File: src/hdl/lrgd_pkg.sv
// ----------------------------------------------------------------------------
// lrgd_pkg: shared definitions for the gradient descent regression block
// Widths of the fixed-point fields, reset values of the control registers,
// controller command bundle and the fixed-point helper functions.
// ----------------------------------------------------------------------------
package lrgd_pkg;

    // Field and arithmetic widths
    localparam int DATA_W      = 32;   // Q16.16 word
    localparam int ACC_W       = 64;   // prediction and gradient sums
    localparam int FEAT_FIELDS = 8;    // feature fields on the input port
    localparam int FC_W        = 4;    // feature count and coefficient index
    localparam int CFG_W       = 32;
    localparam int CFG_IDX_W   = 2;
    localparam int DIVD_W      = 65;   // 2 * |gradient sum|
    localparam int MUL_A_W     = 32;
    localparam int MUL_B_W     = 33;
    localparam int MUL_W       = 65;
    localparam int STEP_W      = 34;

    localparam logic [STEP_W-1:0] STEP_MAX = 34'h2_0000_0000;

    // Default parameter values
    localparam int DEF_MAX_SAMPLES  = 1024;
    localparam int DEF_MAX_FEATURES = 8;

    // Reset values of the control registers
    localparam logic [CFG_W-1:0] LR_RESET    = 32'd429;
    localparam logic [CFG_W-1:0] EPOCH_RESET = 32'd1000;
    localparam logic [FC_W-1:0]  FC_RESET    = 4'd1;

    typedef enum logic [CFG_IDX_W-1:0] {
        CFG_LEARNING_RATE = 2'd0,
        CFG_EPOCH_LIMIT   = 2'd1,
        CFG_FEATURE_COUNT = 2'd2
    } t_cfg_idx;

    typedef enum logic [2:0] {
        MUL_NONE,
        MUL_COEF_X,
        MUL_RES_X,
        MUL_LR_LO,
        MUL_LR_HI
    } t_mul_op;

    typedef logic [FEAT_FIELDS-1:0][DATA_W-1:0] t_row;

    // Controller to datapath commands
    typedef struct packed {
        logic    ld_we;
        logic    coef_clr;
        logic    gsum_clr;
        logic    acc_init;
        logic    acc_add;
        logic    res_we;
        logic    gsum_add_res;
        logic    gsum_add_prod;
        logic    div_start;
        logic    lo_save;
        logic    coef_upd;
        logic    out_load;
        t_mul_op mul_op;
    } t_cmd;

    // Datapath to controller status
    typedef struct packed {
        logic div_done;
    } t_stat;

    function automatic logic [DATA_W-1:0] mag32(input logic signed [DATA_W-1:0] v);
        return v[DATA_W-1] ? DATA_W'(0) - DATA_W'(v) : DATA_W'(v);
    endfunction

    function automatic logic [ACC_W-1:0] mag64(input logic signed [ACC_W-1:0] v);
        return v[ACC_W-1] ? ACC_W'(0) - ACC_W'(v) : ACC_W'(v);
    endfunction

    function automatic logic signed [DATA_W-1:0] sat32(input logic signed [ACC_W-1:0] v);
        logic signed [DATA_W-1:0] res;
        if (v > 64'sh0000_0000_7FFF_FFFF) begin
            res = 32'sh7FFF_FFFF;
        end else if (v < -64'sh0000_0000_8000_0000) begin
            res = 32'sh8000_0000;
        end else begin
            res = v[DATA_W-1:0];
        end
        return res;
    endfunction

endpackage

File: src/hdl/lrgd_ctrl.sv
// ----------------------------------------------------------------------------
// lrgd_ctrl: training sequencer
// Loads rows, steps through the residual, gradient and update phases of
// every epoch, then transfers the coefficients out.
// ----------------------------------------------------------------------------
module lrgd_ctrl import lrgd_pkg::*; #(
    parameter int MAX_SAMPLES  = DEF_MAX_SAMPLES,
    parameter int MAX_FEATURES = DEF_MAX_FEATURES
) (
    input  logic                                     i_clk,
    input  logic                                     i_rst_n,
    input  logic                                     i_valid,
    input  logic                                     i_last_sample,
    output logic                                     o_stall,
    output logic                                     o_valid,
    input  logic                                     i_stall,
    output logic [FC_W-1:0]                          o_coef_index,
    output logic                                     o_last_coef,
    input  logic [CFG_W-1:0]                         i_epoch_limit,
    input  logic [FC_W-1:0]                          i_feats,
    output t_cmd                                     o_cmd,
    input  t_stat                                    i_stat,
    output logic [$clog2(MAX_FEATURES+1)-1:0]        o_cidx,
    output logic [(MAX_FEATURES>1 ? $clog2(MAX_FEATURES) : 1)-1:0] o_lane,
    output logic [$clog2(MAX_SAMPLES)-1:0]           o_wr_addr,
    output logic [$clog2(MAX_SAMPLES)-1:0]           o_rd_addr,
    output logic [$clog2(MAX_SAMPLES+1)-1:0]         o_n
);

    localparam int AW     = $clog2(MAX_SAMPLES);
    localparam int CNT_W  = $clog2(MAX_SAMPLES + 1);
    localparam int IDX_W  = $clog2(MAX_FEATURES + 1);
    localparam int LANE_W = MAX_FEATURES > 1 ? $clog2(MAX_FEATURES) : 1;

    typedef enum logic [3:0] {
        S_LOAD,
        S_EPOCH,
        S_A_RD,
        S_A_MUL,
        S_A_ACC,
        S_A_RES,
        S_B_RD,
        S_B_SUM,
        S_B_MUL,
        S_B_ACC,
        S_C_DIV,
        S_C_WAIT,
        S_C_MLO,
        S_C_MHI,
        S_C_UPD,
        S_EMIT
    } t_state;

    t_state           r_state;
    logic [CNT_W-1:0] r_rows;
    logic [CNT_W-1:0] r_n;
    logic [AW-1:0]    r_row;
    logic [FC_W-1:0]  r_k;
    logic [CFG_W-1:0] r_epoch;
    logic             r_out_valid;
    logic [FC_W-1:0]  r_out_idx;
    logic             r_out_last;

    logic             w_full;
    logic             w_slot;
    logic             w_last_row;
    logic             w_last_feat;
    logic [FC_W-1:0]  w_k_next;

    assign w_full      = r_rows == CNT_W'(MAX_SAMPLES);
    assign w_slot      = !r_out_valid || !i_stall;
    assign w_last_row  = CNT_W'(r_row) == r_n - CNT_W'(1);
    assign w_k_next    = r_k + FC_W'(1);
    assign w_last_feat = w_k_next == i_feats;

    // Sequencer
    always_ff @(posedge i_clk) begin
        if (!i_rst_n) begin
            r_state     <= S_LOAD;
            r_rows      <= '0;
            r_n         <= '0;
            r_row       <= '0;
            r_k         <= '0;
            r_epoch     <= '0;
            r_out_valid <= 1'b0;
            r_out_idx   <= '0;
            r_out_last  <= 1'b0;
        end else begin
            // drop the result once transferred, unless a new one follows
            if (r_out_valid && !i_stall && r_state != S_EMIT) begin
                r_out_valid <= 1'b0;
            end
            unique case (r_state)
                S_LOAD: begin
                    if (i_valid) begin
                        if (i_last_sample) begin
                            r_n     <= w_full ? r_rows : r_rows + CNT_W'(1);
                            r_rows  <= '0;
                            r_epoch <= '0;
                            r_state <= S_EPOCH;
                        end else if (!w_full) begin
                            r_rows <= r_rows + CNT_W'(1);
                        end
                    end
                end
                S_EPOCH: begin
                    r_row <= '0;
                    r_k   <= '0;
                    r_state <= (r_epoch == i_epoch_limit) ? S_EMIT : S_A_RD;
                end
                S_A_RD: begin
                    r_k     <= '0;
                    r_state <= (i_feats == '0) ? S_A_RES : S_A_MUL;
                end
                S_A_MUL: begin
                    r_state <= S_A_ACC;
                end
                S_A_ACC: begin
                    if (w_last_feat) begin
                        r_state <= S_A_RES;
                    end else begin
                        r_k     <= w_k_next;
                        r_state <= S_A_MUL;
                    end
                end
                S_A_RES: begin
                    if (w_last_row) begin
                        r_row   <= '0;
                        r_state <= S_B_RD;
                    end else begin
                        r_row   <= r_row + AW'(1);
                        r_state <= S_A_RD;
                    end
                end
                S_B_RD: begin
                    r_k     <= '0;
                    r_state <= S_B_SUM;
                end
                S_B_SUM: begin
                    if (i_feats != '0) begin
                        r_state <= S_B_MUL;
                    end else if (w_last_row) begin
                        r_state <= S_C_DIV;
                    end else begin
                        r_row   <= r_row + AW'(1);
                        r_state <= S_B_RD;
                    end
                end
                S_B_MUL: begin
                    r_state <= S_B_ACC;
                end
                S_B_ACC: begin
                    if (!w_last_feat) begin
                        r_k     <= w_k_next;
                        r_state <= S_B_MUL;
                    end else if (w_last_row) begin
                        r_k     <= '0;
                        r_state <= S_C_DIV;
                    end else begin
                        r_row   <= r_row + AW'(1);
                        r_state <= S_B_RD;
                    end
                end
                S_C_DIV: begin
                    r_state <= S_C_WAIT;
                end
                S_C_WAIT: begin
                    if (i_stat.div_done) begin
                        r_state <= S_C_MLO;
                    end
                end
                S_C_MLO: begin
                    r_state <= S_C_MHI;
                end
                S_C_MHI: begin
                    r_state <= S_C_UPD;
                end
                S_C_UPD: begin
                    if (r_k == i_feats) begin
                        r_epoch <= r_epoch + CFG_W'(1);
                        r_state <= S_EPOCH;
                    end else begin
                        r_k     <= w_k_next;
                        r_state <= S_C_DIV;
                    end
                end
                S_EMIT: begin
                    if (w_slot) begin
                        r_out_valid <= 1'b1;
                        r_out_idx   <= r_k;
                        r_out_last  <= r_k == i_feats;
                        if (r_k == i_feats) begin
                            r_state <= S_LOAD;
                        end else begin
                            r_k <= w_k_next;
                        end
                    end
                end
                default: begin
                    r_state <= S_LOAD;
                end
            endcase
        end
    end

    // Datapath commands
    always_comb begin
        o_cmd        = '0;
        o_cmd.mul_op = MUL_NONE;
        unique case (r_state)
            S_LOAD: begin
                o_cmd.ld_we    = i_valid && !w_full;
                o_cmd.coef_clr = i_valid && i_last_sample;
            end
            S_EPOCH:  o_cmd.gsum_clr      = r_epoch != i_epoch_limit;
            S_A_RD:   o_cmd.acc_init      = 1'b1;
            S_A_MUL:  o_cmd.mul_op        = MUL_COEF_X;
            S_A_ACC:  o_cmd.acc_add       = 1'b1;
            S_A_RES:  o_cmd.res_we        = 1'b1;
            S_B_RD:   o_cmd.mul_op        = MUL_NONE;
            S_B_SUM:  o_cmd.gsum_add_res  = 1'b1;
            S_B_MUL:  o_cmd.mul_op        = MUL_RES_X;
            S_B_ACC:  o_cmd.gsum_add_prod = 1'b1;
            S_C_DIV:  o_cmd.div_start     = 1'b1;
            S_C_WAIT: o_cmd.mul_op        = MUL_NONE;
            S_C_MLO:  o_cmd.mul_op        = MUL_LR_LO;
            S_C_MHI: begin
                o_cmd.lo_save = 1'b1;
                o_cmd.mul_op  = MUL_LR_HI;
            end
            S_C_UPD:  o_cmd.coef_upd      = 1'b1;
            S_EMIT:   o_cmd.out_load      = w_slot;
            default:  o_cmd.mul_op        = MUL_NONE;
        endcase
    end

    // Coefficient index is one above the feature lane in the product phases
    assign o_cidx    = (r_state == S_A_MUL || r_state == S_B_ACC) ? w_k_next[IDX_W-1:0]
                                                                 : r_k[IDX_W-1:0];
    assign o_lane    = r_k[LANE_W-1:0];
    assign o_wr_addr = r_rows[AW-1:0];
    assign o_rd_addr = r_row;
    assign o_n       = r_n;

    assign o_stall      = r_state != S_LOAD;
    assign o_valid      = r_out_valid;
    assign o_coef_index = r_out_idx;
    assign o_last_coef  = r_out_last;

    a_no_write_when_full: assert property (@(posedge i_clk) disable iff (!i_rst_n)
        o_cmd.ld_we |-> r_rows < CNT_W'(MAX_SAMPLES))
        else $error("row written into a full store");

    a_rows_present: assert property (@(posedge i_clk) disable iff (!i_rst_n)
        (r_state != S_LOAD && r_state != S_EPOCH) |-> r_n != '0)
        else $error("training without rows");

    a_row_in_range: assert property (@(posedge i_clk) disable iff (!i_rst_n)
        (r_state != S_LOAD && r_state != S_EPOCH && r_state != S_EMIT)
            |-> CNT_W'(r_row) < r_n)
        else $error("row index beyond sample count");

    a_div_done_wait: assert property (@(posedge i_clk) disable iff (!i_rst_n)
        i_stat.div_done |-> r_state == S_C_WAIT)
        else $error("divider finished outside the update phase");

endmodule

File: config.mk
export PLATFORM = sky130hd
export DESIGN_NAME = lrgd_ctrl
export DESIGN_NICKNAME = d
export VERILOG_FILES = /design/src/hdl/lrgd_pkg.sv /design/src/hdl/lrgd_ctrl.sv
export SDC_FILE = /design/constraint.sdc
export NUM_CORES = 1
export LEC_CHECK = 0
export BUFFER_PORTS_ARGS = -buffer_cell sky130_fd_sc_hd__buf_2
export CORE_ASPECT_RATIO = 0.8
export CORE_MARGIN = 5
export CORE_UTILIZATION = 56
export CTS_CLUSTER_SIZE = 10
export DETAILED_ROUTE_END_ITERATION = 8
export HOLD_SLACK_MARGIN = 0.06
export MAX_ROUTING_LAYER = met4
export PLACE_DENSITY = 0.78
export SYNTH_ARGS = -nofsm -noshare
export SYNTH_HDL_FRONTEND = slang
export SYNTH_SLANG_ARGS = --single-unit
File: constraint.sdc
create_clock -name i_clk -period 3.8 [get_ports i_clk]
set_input_delay 0.38 -clock i_clk [delete_from_list [all_inputs] [get_ports i_clk]]
set_output_delay 0.38 -clock i_clk [all_outputs]
set_load 0.02 [all_outputs]
==> results.py <==
metrics = {
    "status": {
        "status": "finished clean",
    },
    "worst_setup_path": {
        "cp.required_ns": 4.01,
        "critPathArrivalTime_ns": 3.30,
        "cp-end-kind": "register",
        "critPathMaxFanout": 20,
        "path_class": "reg2reg",
        "cp-start-kind": "register",
    },
    "clock_tree": {
        "numClockSinks": 78,
        "cts_made_buffers": 9,
        "path_clk_slew_ns": 0.09,
        "cts-hold-fix-buffers": 0,
        "clock_path_buffers": 2,
        "cts_setup_buffers": 0,
        "cts.htree.levels": 3,
        "cts_tree": "done",
        "clock-root-buffer": "clkbuf_8",
        "cts_resized": 0,
        "worst_skew_pair.late_latency_ns": 0.37,
    },
    "die": {
        "die_h_um": 94.1,
        "coreArea_um2": 8560,
        "design.die.area_um2": 10800,
        "start_util_pct": 57.8,
        "ios": 102,
        "rows": 30,
        "die_w_um": 115,
    },
    "grt": {
        "grt_max_degree": 32,
        "antenna_found_initial": 0,
        "grt_use_total_pct": 25.2,
        "grt_pass1_vias": 4406,
        "grt_pass1_wl_um": 21300,
        "overflow": 0,
    },
    "final_layout": {
        "fillerInstances": 760,
        "drive_above_1_share_pct": 18.0,
        "layout_commonest_cell": "buf_2",
        "nNetsFinal": 754,
        "area_delta_synth_final_pct": 13.5,
        "diodes": 0,
        "multi_input_area_um2": 3110,
        "seq_area_um2": 1560,
        "final_cell_mix": "buf_2 (101), nor2_1 (80), dfxtp_1 (78), xor2_1 (54), a21oi_1 (46)",
    },
    "power_and_ir_drop": {
        "ir_drop_uv": 359,
        "power.share.combinational_pct": 34.1,
        "p_total_mw": 2.56,
        "powerDensity_nw_per_um2": 456,
        "clockPowerShare_pct": 27.6,
        "switching_power_mw": 0.990,
        "p_int_mw": 1.57,
        "seqPwrFrac_pct": 38.3,
        "swShare_pct": 38.7,
        "p_leak_nw": 2.38,
    },
    "drt": {
        "wl_per_cell_um": 16.1,
        "drt_iter0_markers": 559,
        "ant_nets": 0,
        "viasPerCell": 5.94,
        "num_vias": 4887,
        "drc_errors": 0,
        "routed_wl_um": 13300,
        "drtPass1Iterations": 5,
    },
    "sta": {
        "rsz0062_at_grt": "false",
        "drv_slew": 0,
        "finalCritPeriodShare_pct": 81.3,
        "setup_viol": 0,
        "hold_viol": 0,
        "slew_headroom_pct": 25.7,
        "max_freq_mhz": 324,
        "setup_tns_ns": 0,
        "clock_skew_ns": 0.0114,
        "period_minus_slack_ns": 3.09,
        "worst_slew_pin_slew_ns": 1.11,
    },
    "synth": {
        "syn_inst": 631,
        "synth_edf_count": 0,
        "ys_ff_latch": 78,
        "synthesis.area_um2": 4950,
        "yosys_warnings": 0,
        "avgSynthCellArea_um2": 7.84,
        "ys.flop_type": "dfxtp_1",
        "async_flop_share_pct": 0,
        "ys_types": 60,
        "ys_seq_area_share_pct": 31.6,
        "syn_nets": 679,
    },
    "flow_run": {
        "cap_violations": 0,
    },
    "place": {
        "gp_congestion": 0.880,
        "port_buffers": 101,
        "hpwlAfterDp_um": 9780,
    },
    "worst_hold_path": {
        "hp-class": "in2reg",
    },
}
power by group through the flow:
stage	logic [mW]	registers, mW	clock network, mW
2_1_floorplan	0.665	0.963	0
3_3_place_gp	0.839	0.991	0
3_5_place_dp	0.860	0.994	0
4_1_cts	0.867	0.974	0.713
5_1_grt	0.958	0.990	0.754
6_report	0.873	0.979	0.706
final cells by class:
cell class / instances / share of cell area (%)
inverter: 17 / 1.14
clock inverter: 4 / 1.25
clock buffer: 12 / 2.59
timing repair buffer: 104 / 9.40
tap: 112 / 2.50
multi-input combinational: 496 / 55.3
sequential: 78 / 27.8
synth_stat cells (3+ instances only):
master / count / share of area [%]
a21oi_1: 46 / 4.7
nand3b_1: 8 / 1.2
a21o_1: 4 / 0.61
nor2b_1: 4 / 0.51
xor2_1: 54 / 9.6
nor4_1: 12 / 1.5
buf_2: 4 / 0.40
xnor2_1: 37 / 6.6
o21ai_0: 39 / 3.9
nand3_1: 18 / 1.8
o21ai_1: 3 / 0.30
and4_1: 7 / 1.2
a211oi_1: 4 / 0.61
nor2_1: 80 / 6.1
buf_4: 14 / 2.1
clkbuf_1: 21 / 1.6
mux2i_1: 7 / 1.4
nand2b_1: 3 / 0.38
a31oi_1: 4 / 0.51
nor3_1: 17 / 1.7
inv_1: 17 / 1.3
nand4_1: 18 / 2.3
o22ai_1: 5 / 0.63
nor3b_1: 3 / 0.46
ha_1: 6 / 1.5
and3_1: 19 / 2.4
dfxtp_1: 78 / 32
nand2_1: 42 / 3.2
or3_1: 15 / 1.9
or4_1: 3 / 0.46
registers in the layout, summed over array words and instances, names as in the netlist:
name	flops
r_epoch	32
o_n	11
r_rows	11
o_rd_addr	10
o_coef_index	4
r_k	4
r_state	4
o_last_coef	1
o_valid	1
metrics by stage:
step / cell area (um2) / hold WS [ns] / worst slack [ns] / util [%] / cells
floorplan: 4950 / 0.478 / 0.986 / - / 631
global placement: 5400 / 0.471 / 0.923 / 63.1 / 807
detailed placement: 5400 / 0.479 / 0.796 / 63.1 / 807
CTS: 5610 / 0.316 / 0.757 / 65.6 / 823
global route: 5610 / 0.358 / 0.403 / 65.6 / 823
finish: 5610 / 0.326 / 0.711 / 65.6 / 823
routing by layer:
layer / global-route usage, % / share of wire, %
met1: 35.2 / 48
met2: 36.4 / 44
met3: 5.86 / 7.7
met4: 6.74 / 1.1
met5: - / 0
worst max-delay path, stage by stage (launching register included):
cell and delay (ns):
dfxtp_1 0.52, or2_0 0.40, nor2_1 0.32, nand3_1 0.22, inv_1 0.12, a21o_1 0.22
nand4_1 0.49, nor4_2 0.42, xnor2_1 0.15, nor2_1 0.05
kinds of logic after synthesis:
logic type | Yosys count | share of synthesized area, %
AOI/OAI and AO/OA | 126 | 15.4
xor gates and xnor gates | 91 | 16.1
DFF | 78 | 31.6
adders and majority gates | 6 | 1.52
buffers and inverters | 57 | 5.64
muxes | 8 | 1.64
and+or+nand+nor | 265 | 28.1
path summary, 6_finish.rpt:
kind         cells after the start       startpoint               to  slack, ns
max                              9       r_state[1]      r_epoch[22]       0.71
max reg2reg                      9       r_state[1]      r_epoch[22]       0.71
min                              3          i_valid       r_state[0]       0.33
min reg2reg                      2  o_coef_index[3]  o_coef_index[3]       0.50
Note: power is estimated with default switching activity, not from simulation.
